<file path="config.mk">
export PLATFORM = sky130hd
export DESIGN_NAME = bgp_div_cell
export DESIGN_NICKNAME = d
export VERILOG_FILES = /design/src/rtl/bgp_pkg.sv /design/src/rtl/bgp_div_cell.sv
export SDC_FILE = /design/constraint.sdc
export NUM_CORES = 1
export LEC_CHECK = 0
export ABC_AREA = 1
export BUFFER_PORTS_ARGS = -buffer_cell sky130_fd_sc_hd__buf_2
export CORE_ASPECT_RATIO = 0.9
export CORE_MARGIN = 1
export CORE_UTILIZATION = 50
export DETAILED_ROUTE_END_ITERATION = 16
export PLACE_DENSITY = 0.74
export SKIP_CTS_REPAIR_TIMING = 1
export SLEW_MARGIN = 0
export SYNTH_ARGS = -nofsm -noshare
export SYNTH_HDL_FRONTEND = slang
export SYNTH_SLANG_ARGS = --single-unit
</file>
<file path="constraint.sdc">
create_clock -name clock -period 2.07 [get_ports clock]
set_input_delay 0.1035 -clock clock [delete_from_list [all_inputs] [get_ports clock]]
set_output_delay 0.1035 -clock clock [all_outputs]
set_load 0.01 [all_outputs]
</file>
<file path="src/rtl/bgp_pkg.sv">
// Package of shared payload types and constants for the bilinear gradient pixel block.
`timescale 1ns / 1ps
package bgp_pkg;

   // Width of the colour channels and the number of channels per pixel.
   localparam int ChanWidth = 8;
   localparam int NumChan   = 3;

   // Register map, word index into the configuration space.
   localparam logic [2:0] RegWidth       = 3'd0;
   localparam logic [2:0] RegHeight      = 3'd1;
   localparam logic [2:0] RegTopLeft     = 3'd2;
   localparam logic [2:0] RegTopRight    = 3'd3;
   localparam logic [2:0] RegBottomLeft  = 3'd4;
   localparam logic [2:0] RegBottomRight = 3'd5;

   // Reset values of the image size registers.
   localparam logic [12:0] WidthReset  = 13'd640;
   localparam logic [12:0] HeightReset = 13'd480;

   // Largest channel value.
   localparam logic [7:0] ChanMax = 8'd255;

   // Input item: one pixel coordinate.
   typedef struct packed {
      logic [11:0] column;
      logic [11:0] row;
   } req_payload_type;

   // Result item: one pixel colour.
   typedef struct packed {
      logic [7:0] blue;
      logic [7:0] green;
      logic [7:0] red;
   } rsp_payload_type;

endpackage

</file>
<file path="src/rtl/bgp_div_cell.sv">
// One cell of the restoring divider: settles one quotient bit for all three channels.
`timescale 1ns / 1ps
module bgp_div_cell #(
   parameter int SW    = 12,
   parameter int SHIFT = 7
) (
   input  logic                                  clock,
   input  logic                                  reset,
   input  logic                                  en,
   input  logic                                  in_valid,
   input  logic [2*SW-1:0]                       in_den,
   input  logic [bgp_pkg::NumChan-1:0][2*SW+7:0] in_rem,
   input  logic [bgp_pkg::NumChan-1:0][7:0]      in_quo,
   output logic                                  out_valid,
   output logic [2*SW-1:0]                       out_den,
   output logic [bgp_pkg::NumChan-1:0][2*SW+7:0] out_rem,
   output logic [bgp_pkg::NumChan-1:0][7:0]      out_quo
);
   localparam int NW = 2 * SW + 8;

   // Trial subtraction of the shifted divisor from each partial remainder.
   logic [NW-1:0]                       dsh;
   logic [bgp_pkg::NumChan-1:0][NW-1:0] rem_in;
   logic [bgp_pkg::NumChan-1:0][7:0]    quo_in;

   always_comb begin
      dsh = NW'(in_den) << SHIFT;
      for (int c = 0; c < bgp_pkg::NumChan; c++) begin
         if (in_rem[c] >= dsh) begin
            rem_in[c] = in_rem[c] - dsh;
            quo_in[c] = in_quo[c] | (8'd1 << SHIFT);
         end else begin
            rem_in[c] = in_rem[c];
            quo_in[c] = in_quo[c];
         end
      end
   end

   logic                                valid_ff;
   logic [2*SW-1:0]                     den_ff;
   logic [bgp_pkg::NumChan-1:0][NW-1:0] rem_ff;
   logic [bgp_pkg::NumChan-1:0][7:0]    quo_ff;

   always_ff @(posedge clock) begin
      if (reset) begin
         valid_ff <= 1'b0;
      end else if (en) begin
         valid_ff <= in_valid;
      end
      if (en) begin
         den_ff <= in_den;
         rem_ff <= rem_in;
         quo_ff <= quo_in;
      end
   end

   assign out_valid = valid_ff;
   assign out_den   = den_ff;
   assign out_rem   = rem_ff;
   assign out_quo   = quo_ff;

endmodule
</file>
# After elaboration in Yosys (flattened, before gate mapping)
# Index checks and enable logic that the tools add are counted.
# totals
ff_bits	145
wordCells	20
inputBits	148
out_inout_bits	145
# op_classes
mux	3
order_cmp	3
n_addsub	3
# op_table
operator	count
greater-or-equal comparator 32 x 31 -> 1 bit	3
2-to-1 mux 32 bit	3
subtractor 32 x 31 -> 32 bit	3

# Depth between registers and ports, before layout
# Gate-level depths: netlist of run 1.
# logic_depth
ltp_word	2
mapped_depth	15
mapped_depth_nobuf	14

# Worst setup path before layout of run 1
# No wires, ideal clock.
# synth_path
path_type	in2reg
from	in in_rem[71] (netlist name)
to	reg rem_ff (netlist bit out_rem[87]), data pin
setup_time_ns	0.253
path_stages	13
required_ns	1.817
t_arrival_ns	1.466
setup_slack_ns	0.351
path_buffers	0
cell_sequence	inv_1 -> ha_1 -> fa_1 -> inv_1 -> nand3_1 -> nand3_1 -> nand2_1 -> nand2_1 -> nand3_1 -> nand2_1 -> nand2_1 -> nand3_1 -> nand2_1
# synth_lines
element	line_no	text
start, declared	bgp_div_cell.sv:12	input logic [bgp_pkg::NumChan-1:0][2*SW+7:0] in_rem,
end signal, assigned	bgp_div_cell.sv:52	rem_ff <= rem_in;
end, declared	bgp_div_cell.sv:41	logic [bgp_pkg::NumChan-1:0][NW-1:0] rem_ff;

# Worst setup path after layout of run 1
# layout_path
from	in in_rem[61] (netlist name)
to	reg quo_ff (netlist bit out_quo[15]), data pin
# layout_between
elab_chain_cells	1
# layout_rtl
element	line_no	text
greater-or-equal comparator 32 x 31 -> 1 bit	bgp_div_cell.sv:29	if (in_rem[c] >= dsh) begin
end signal, assigned	bgp_div_cell.sv:53	quo_ff <= quo_in;
end, declared	bgp_div_cell.sv:42	logic [bgp_pkg::NumChan-1:0][7:0] quo_ff;
# Every way passes these cells.
# A chain may end at the register's enable or synchronous reset.

==> metrics, run 1 <==
sequential fraction of the synthesis area=0.381; placed insts=2,331; Worst EP arrival=between 2 and 2.5 ns; total power=~10 mW; I/O Buffers=roughly 290; end-of-flow core utilization=0.714; Async SR Flop Fraction=0; fmax=between 0.5 and 0.6 GHz; GRT Total Usage=0.316; WL final=38,700 µm; total CTS buffers=17; clock root cell=clkbuf_16; status=finished, violations left; n_diodes=0; Ports=293; CTS tree=built; first-pass GRT wire length=approximately 57,000 µm; Crit Path Max Fanout=28; DRC errors left=0; failing checks=negative hold slack; Setup crit start=in_rem[61]; share of cells above drive strength 1=0.257; Slew @ Worst Pin=slightly below 0.5 ns; DR iter-0 viols=around 1,200; P per Cell Area=~650 nW/µm²; area taken by multi-input logic gates=between 5000 and 6000 µm²; min-delay worst type=primary input to flop; max cap viols=0; setup violators final=0; Syn. warnings=0; Final Hold Viols=6; maximum root-to-sink buffer count=2; Filler Cells Inserted=1,811; vias=roughly 12,000; Post-Synthesis Cell Area=11,400 µm²; Top FF cell, synth=edfxtp_1; most frequent cells in the layout=645 x nand2_1, 306 x inv_1, 291 x buf_2; Min-Delay Endpoint=out_rem[92]; routability cong.=between 0.9 and 1; final clock skew=0 ns; FP Rows=52; Die W=161 µm; post-synthesis cell type count=35; drt first pass iters=6; crit share post-route=0.959; Avg Cell Area, Syn=slightly above 7 µm²; post-route setup TNS=0 ns; Starting Density=0.508; HP Start=in_rem[92]; Syn Inst Count=between 1,500 and 2,000; via/cell ratio=around 5; Non-Filler Instances=2,456; clk_lat worst skew=about 0.44 ns; number of synthesized flops with an enable pin=144; Yosys reg bits=145; Leakage=between 8 and 9 nW; Hold Crit Depth=3; WL per Instance=between 15 and 20 µm; worst vdd ir=about 0.00058 V; Syn Nets=between 1,500 and 2,000; Slew Limit Headroom=0.672; fin crit period=between 1.5 and 2 ns; clk sink count=145; Worst R2R End=out_valid; vias in the first global route=11,100; H-tree Lvls=4; most common cell after layout, fill and taps aside=nand2_1; die height=145 µm; CTS clk-pin slew, worst paths=about 0.080 ns; Crit. End Element=flop; Critical Path RT=2.27 ns; nets=2,369; fin. max-slew vios=0; Die Area=23,400 µm²; CORE AREA=22,400 µm²; Final ANT Viol Nets=0; initial antenna violation count=0; flop2flop setup slack=~0.9 ns; pin count of the biggest net entering global routing=slightly above 80; register area=~4300 µm²; WS Path Type=primary input to flop; Syn-to-layout area delta=40.5%; R2R Path Start=out_valid; hold slack=-0.0345 ns; Post-DP HPWL=around 30,000 µm; Critical Path Source Type=primary input; R2R depth=3; grt total ovfl=0
power by group:
| part | switching (mW) | total (mW) | internal [mW] |
|---|---|---|---|
| sequential | 0.111 | 3.77 | 3.66 |
| combinational | 1.98 | 3.44 | 1.46 |
| clock | 1.62 | 3.28 | 1.66 |
cell type report:
| cell class | count | share of cell area |
|---|---|---|
| Timing Repair Buffer | 547 | 0.236 |
| Clock inverter | 15 | 0.0126 |
| Tap cell | 297 | 0.0232 |
| Clock buffer | 17 | 0.0265 |
| Multi-Input combinational cell | 1120 | 0.357 |
| Inverter | 315 | 0.0739 |
| Sequential cell | 145 | 0.271 |
logic make-up (layout without fill, tap and decap cells):
kind of cell	Yosys count	in the layout	share of synthesized area
buffers and inverters	332	894	0.118
and+or+nand+nor	972	972	0.371
DFF	145	145	0.381
adders and majority gates	75	75	0.0842
muxes	1	1	0.000877
xor gates and xnor gates	29	29	0.0223
AOI/OAI and AO/OA	43	43	0.0226
routing by layer:
layer  global-route usage  up-vias  part of all wire
li1                     -     6086                 -
met1                0.408     5500              0.42
met2                0.552      529              0.49
met3               0.0435       66             0.068
met4               0.0882        0             0.024
met5                    0        -                 0
synth_stat cells, types with 4 or more instances:
library cell  instances  area share
xor2_1               22       0.017
buf_2                 5      0.0022
inv_1               306        0.10
ha_1                 72       0.079
nand2_1             645        0.21
buf_4                 4      0.0026
nand2_2               9      0.0049
nand3b_1             14      0.0092
nor2_1               99       0.033
buf_6                 6      0.0059
inv_2                 8      0.0026
xnor2_1               7      0.0054
a21oi_1              31       0.014
edfxtp_1            144        0.38
o21ai_0               6      0.0026
nand3_1             128       0.056
nand3_2              22       0.019
nor2_2               10      0.0055
nand4_1              22       0.012
per-stage QoR:
stage	setup slack, ns	area, µm²
2_1_floorplan	0.351	11400
3_3_place_gp	-0.0807	14500
3_5_place_dp	-0.121	14500
4_1_cts	0.334	15100
5_1_grt	-0.00186	16000
6_report	0.0850	16000
how the worst max path moves through the flow:
stage | depth (start not counted) | end | slack (ns)
6_report | 9 | out_quo[15] | 0.08
2_1_floorplan | 13 | out_rem[87] | 0.35
3_3_place_gp | 13 | out_rem[23] | -0.08
5_1_grt | 14 | out_rem[86] | -0.002
3_5_place_dp | 11 | out_rem[71] | -0.12
4_1_cts | 11 | out_rem[71] | 0.33
worst max-delay path: stages:
cell and delay [ns]:
dlygate4sd3_1 0.54, buf_2 0.14, ha_1 0.30, a21oi_1 0.20, o21a_1 0.16, nand2_1 0.10
a21oi_4 0.22, nand2_8 0.18, or2_1 0.25
flip-flops by register name (all words and copies together) (netlist names):
signal	cells
out_den	24
out_valid	1
out_quo	24
out_rem	96
(Power assumes the default switching activity.)
==> run 2, diff against run 1 <==
--- a/config.mk
+++ b/config.mk
@@ -10,6 +10,7 @@
 export CORE_ASPECT_RATIO = 0.9
 export CORE_MARGIN = 1
 export CORE_UTILIZATION = 50
+export CTS_BUF_LIST = sky130_fd_sc_hd__clkbuf_4 sky130_fd_sc_hd__clkbuf_8
 export DETAILED_ROUTE_END_ITERATION = 16
 export PLACE_DENSITY = 0.74
 export SKIP_CTS_REPAIR_TIMING = 1
==> run 2 against run 1 <==
  * The flow still finishes with violations (negative hold slack)
  * Core utilization increased by 0.31 points
  * Register-to-register slack hardly changed
  * Sequential cell count stayed put
  * Worst setup slack got worse by 0.031 ns
  * Clock skew did not move
  * Routed wire length is 1.5% higher
  * Final cell count is 1.1% higher
  * Clock power down 25%
  * Worst hold slack better by 0.0030 ns
  * Largest cell class unchanged
==> metrics, run 2 (same netlist as run 1, synthesis figures left out) <==
Flop pwr share=0.388; CTS clk-pin slew, worst paths=about 0.10 ns; H-tree Lvls=4; total power=9.72 mW; part of the power in the clock network=0.255; Ports=between 200 and 300; clock root cell=clkbuf_8; Final ANT Viol Nets=0; Hold Crit Depth=3; crit share post-route=0.974; Starting Density=0.508; die height=between 100 and 150 µm; HP Start=in_rem[59]; Slew Limit Headroom=0.672; grt total ovfl=0; CORE AREA=about 22,000 µm²; setup violators final=0; Min-Delay Endpoint=out_rem[59]; worst slack at placement=-0.121 ns; I/O Buffers=about 290; DRC errors left=0; status=finished, violations left; CP peak stage delay=~0.55 ns; hold slack=-0.0314 ns; PnR worst setup slack=~0.054 ns; Final Hold Viols=12; most common cell after layout, fill and taps aside=nand2_1; pin count of the biggest net entering global routing=82; R2R depth=3; NetSw=3.62 mW; Worst path slowest cell=dlygate4sd3_1; fin. max-slew vios=0; nets=2,395; total CTS buffers=17; R2R Path Start=out_valid; sw frac=0.372; n_diodes=0; via/cell ratio=between 4 and 5; CP most frequent cell=nand2_1; most frequent cells in the layout=645 x nand2_1, 306 x inv_1, 291 x buf_2; max cap viols=0; Comb pwr share=0.358; Worst R2R End=out_valid; clk sink count=roughly 150; Post-DP HPWL=slightly above 30,000 µm; placed insts=roughly 2,300; fin crit period=2.02 ns; WL final=about 39,000 µm; Filler Cells Inserted=1,814; final clock skew=0 ns; DR iter-0 viols=roughly 1,200; Critical Path RT=roughly 2.3 ns; Non-Filler Instances=2,482; vias=around 12,000; CTS tree=built; Crit Path Max Fanout=23; WL per Instance=between 15 and 20 µm; flop2flop setup slack=0.90 ns; Worst EP arrival=around 2.3 ns; Die W=between 150 and 200 µm; Syn-to-layout area delta=41.1%; maximum root-to-sink buffer count=2; WS Path Type=primary input to flop; Die Area=roughly 23,000 µm²; routability cong.=between 0.9 and 1; initial antenna violation count=0; failing checks=negative hold slack; Critical Path Source Type=primary input; P per Cell Area=604 nW/µm²; first-pass GRT wire length=approximately 56,000 µm; internal power=about 6 mW; clk_lat worst skew=around 0.47 ns; Slew @ Worst Pin=just under 0.5 ns; share of cells above drive strength 1=0.254; GRT Total Usage=0.314; fmax=0.496 GHz; FP Rows=52; min-delay worst type=primary input to flop; cells along the critical path=dlygate4sd3_1, buf_2, ha_1, nand2_1, nor2_4, inv_2, nor2_2, nor2_2, nand3_2, nand2_4, nand2_8, inv_4, nand2_1, nand2_1; drt first pass iters=5; vias in the first global route=between 10,000 and 15,000; worst vdd ir=around 0.00046 V; Crit. End Element=flop; number of flip-flops under the largest register name=between 90 and 100; Leakage=between 8 and 9 nW
-- run 2: stage by stage --
stage	hold slack [ns]	util	setup TNS, ns	cell area (µm²)
global placement	0.263	0.645	-1.18	14500
CTS	-0.249	0.664	0	14900
floorplan	0.176	-	0	11400
detailed placement	0.267	0.645	-3.25	14500
global route	-0.00490	0.718	-0.0130	16100
finish	-0.0314	0.718	0	16100
-- run 2: cell type report --
class                           instances  area (µm²)  area share
Multi-Input combinational cell       1120        5720       0.355
Sequential cell                       145        4340       0.270
Timing Repair Buffer                  573        4050       0.251
Inverter                              315        1180      0.0736
Tap cell                              297         372      0.0231
Clock buffer                           17         234      0.0145
Clock inverter                         15         201      0.0125
-- run 2: layer usage --
metal	GRT usage	wire [µm]	up-vias
li1	-	-	6144
met1	0.405	16200	5550
met2	0.550	19400	547
met3	0.0395	2730	68
met4	0.0887	981	0
met5	0	0	-
-- run 2: worst max-delay path: cells and delay by family --
| family | cells | cell delay (ns) |
|---|---|---|
| simple gates | 9 | 0.97 |
| buf+inv | 4 | 0.88 |
| fa+ha+maj | 1 | 0.28 |
-- run 2: how the worst max path moves through the flow --
stage,slack (ns),from,end,cells past startpoint
2_1_floorplan,0.35,in_rem[71],out_rem[87],13
3_3_place_gp,-0.08,in_den[0],out_rem[23],13
3_5_place_dp,-0.12,in_den[22],out_rem[71],11
4_1_cts,0.38,in_den[22],out_rem[71],11
5_1_grt,-0.01,in_rem[76],out_rem[90],14
6_report,0.05,in_rem[76],out_rem[90],14
-- run 2: power groups by stage --
stage               Sequential [mW]  Combinational, mW  Clock (mW)
global placement               3.83               3.17           0
CTS                            3.76               3.25        2.48
global route                   3.80               3.81        2.59
floorplan                      4.00               1.62           0
detailed placement             3.83               3.23           0
finish                         3.77               3.48        2.47
==> run 3, diff against run 2 <==
--- a/config.mk
+++ b/config.mk
@@ -6,7 +6,7 @@
 export NUM_CORES = 1
 export LEC_CHECK = 0
 export ABC_AREA = 1
-export BUFFER_PORTS_ARGS = -buffer_cell sky130_fd_sc_hd__buf_2
+export BUFFER_PORTS_ARGS = -buffer_cell sky130_fd_sc_hd__buf_4
 export CORE_ASPECT_RATIO = 0.9
 export CORE_MARGIN = 1
 export CORE_UTILIZATION = 50
==> run 3 against run 2 <==
  * The run still ends with negative hold slack left
  * Non-clock buffer count rose by 2
  * Routed wire length rose by 8.4%
  * Clock power fell by 2%
  * Combinational power rose by 8.9%
  * Critical path depth fell by 1
  * Critical endpoint is now out_rem[53]
  * Sequential share of layout area fell by 1.2 points
  * Count of clock-buffer cells in the layout did not move
  * Clock skew did not move
  * Design area rose by 4.6%
  * Core utilization rose by 3.3 points
  * Register-to-register slack got worse by 0.03 ns
  * Highest routed layer unchanged
==> metrics, run 3 (same netlist as run 1, synthesis figures left out) <==
status=finished, violations left; failing checks=negative hold slack; most used routing layer in global routing=met2; Leakage=between 9 and 10 nW; clock root cell=clkbuf_8; Critical Path RT=2.30 ns; worst vdd ir=approximately 0.00042 V; grt total ovfl=0; first-pass GRT wire length=slightly below 60,000 µm; FP Rows=52; Setup crit start=in_rem[41]; met1 global-route usage=0.425; n_diodes=0; Comb pwr share=0.379; CTS tree=built; I/O Buffers=292; fin crit period=2.05 ns; hold slack=-0.0361 ns; part of the power in the clock network=0.242; clk sink count=around 150; initial antenna violation count=0; Flop pwr share=0.379; min-delay worst type=primary input to flop; final instance area=roughly 17,000 µm²; met3 Use GR=0.0446; Non-Filler Instances=around 2,500; Crit. End Element=flop; vias=between 10,000 and 15,000; internal power=between 6 and 7 mW; routability cong.=0.980; P per Cell Area=approximately 590 nW/µm²; Post-DP Area=roughly 15,000 µm²; Critical Path Source Type=primary input; Die W=~160 µm; final clock skew=0 ns; sw frac=0.367; drt first pass iters=6; Slew Limit Headroom=0.773; Final ANT Viol Nets=0; flop2flop setup slack=approximately 0.87 ns; M2 GR Usage=0.559; most common cell after layout, fill and taps aside=nand2_1; R2R Path Start=out_valid; clk_lat worst skew=0.47 ns; WS Path Type=primary input to flop; Hold Crit Depth=3; H-tree Lvls=4; Die Area=about 23,000 µm²; CORE AREA=22,400 µm²; number of flip-flops under the largest register name=96; Final Hold Viols=6; die height=about 150 µm; crit share post-route=0.993; R2R depth=3; Min-Delay Endpoint=out_rem[45]; DRC errors left=0; share of cells above drive strength 1=0.249; nets=~2,400; max cap viols=0; pin count of the biggest net entering global routing=55; maximum root-to-sink buffer count=2; placed insts=~2,300; via/cell ratio=roughly 5; Starting Density=0.508; CTS clk-pin slew, worst paths=around 0.11 ns; NetSw=about 3.7 mW; DR iter-0 viols=slightly above 900; post-route setup TNS=0 ns; Syn-to-layout area delta=47.6%; Crit Path Max Fanout=28; setup violators final=0; GRT Total Usage=0.329; most frequent cells in the layout=645 x nand2_1, 431 x buf_4, 306 x inv_1; vias in the first global route=11,300; Post-DP HPWL=31,600 µm; Ports=between 200 and 300; WL per Instance=between 15 and 20 µm; total CTS buffers=17; WL final=about 43,000 µm; Worst R2R End=out_valid; HP Start=in_rem[45]; fin. max-slew vios=0; Worst EP arrival=about 2.3 ns; Slew @ Worst Pin=around 0.34 ns; fmax=0.487 GHz
## run 3: changes by cell type in the layout (fill, tap and decap cells not counted), sizes merged
cell / change
buf: -9
clkinv: -1
clkinvlp: +2
dlygate4sd3: +11
inv: -1
## run 3: layout make-up
type                    instances  area, µm²
fillers                      1689       5600
repair buffers                575       4810
inverters                     315       1180
multi-input cells            1120       5720
well taps                     297        372
flip-flops and latches        145       4340
clock buffers                  17        234
clock inverters                15        181
## run 3: worst max path at each step
stage	end	slack, ns
6_report	out_rem[53]	0.02
5_1_grt	out_rem[48]	-0.05
4_1_cts	out_rem[87]	0.36
3_5_place_dp	out_rem[87]	-0.14
3_3_place_gp	out_rem[19]	-0.12
2_1_floorplan	out_rem[87]	0.35
## run 3: metal layers
layer,vias to the layer above,part of all wire
met2,571,0.49
met4,0,0.031
li1,6143,-
met5,-,0
met1,5657,0.41
met3,79,0.068
## run 3: critical path: stages
cell and delay, ns:
dlygate4sd3_1 0.56, buf_4 0.17, ha_1 0.32, nand2_1 0.10
nand2_1 0.10, nand2_1 0.10, nand2_1 0.06, nand2_1 0.09
nand3_2 0.13, nand2_4 0.12, nand2_8 0.17, nand3_1 0.17
nand2_1 0.09
## run 3: power by group through the flow
stage	Sequential [mW]	Combinational, mW	Clock [mW]
floorplan	4.00	1.62	0
global placement	3.84	3.43	0
detailed placement	3.83	3.49	0
CTS	3.77	3.51	2.41
global route	3.81	4.11	2.53
finish	3.79	3.79	2.42
## run 3: stage by stage
step,total power [mW],setup slack [ns],util,hold slack (ns)
6_report,9.99,0.0155,0.750,-0.0361
3_3_place_gp,7.27,-0.125,0.674,0.262
2_1_floorplan,5.62,0.351,-,0.176
5_1_grt,10.5,-0.0520,0.750,-0.00865
3_5_place_dp,7.32,-0.139,0.674,0.270
4_1_cts,9.69,0.358,0.692,-0.244
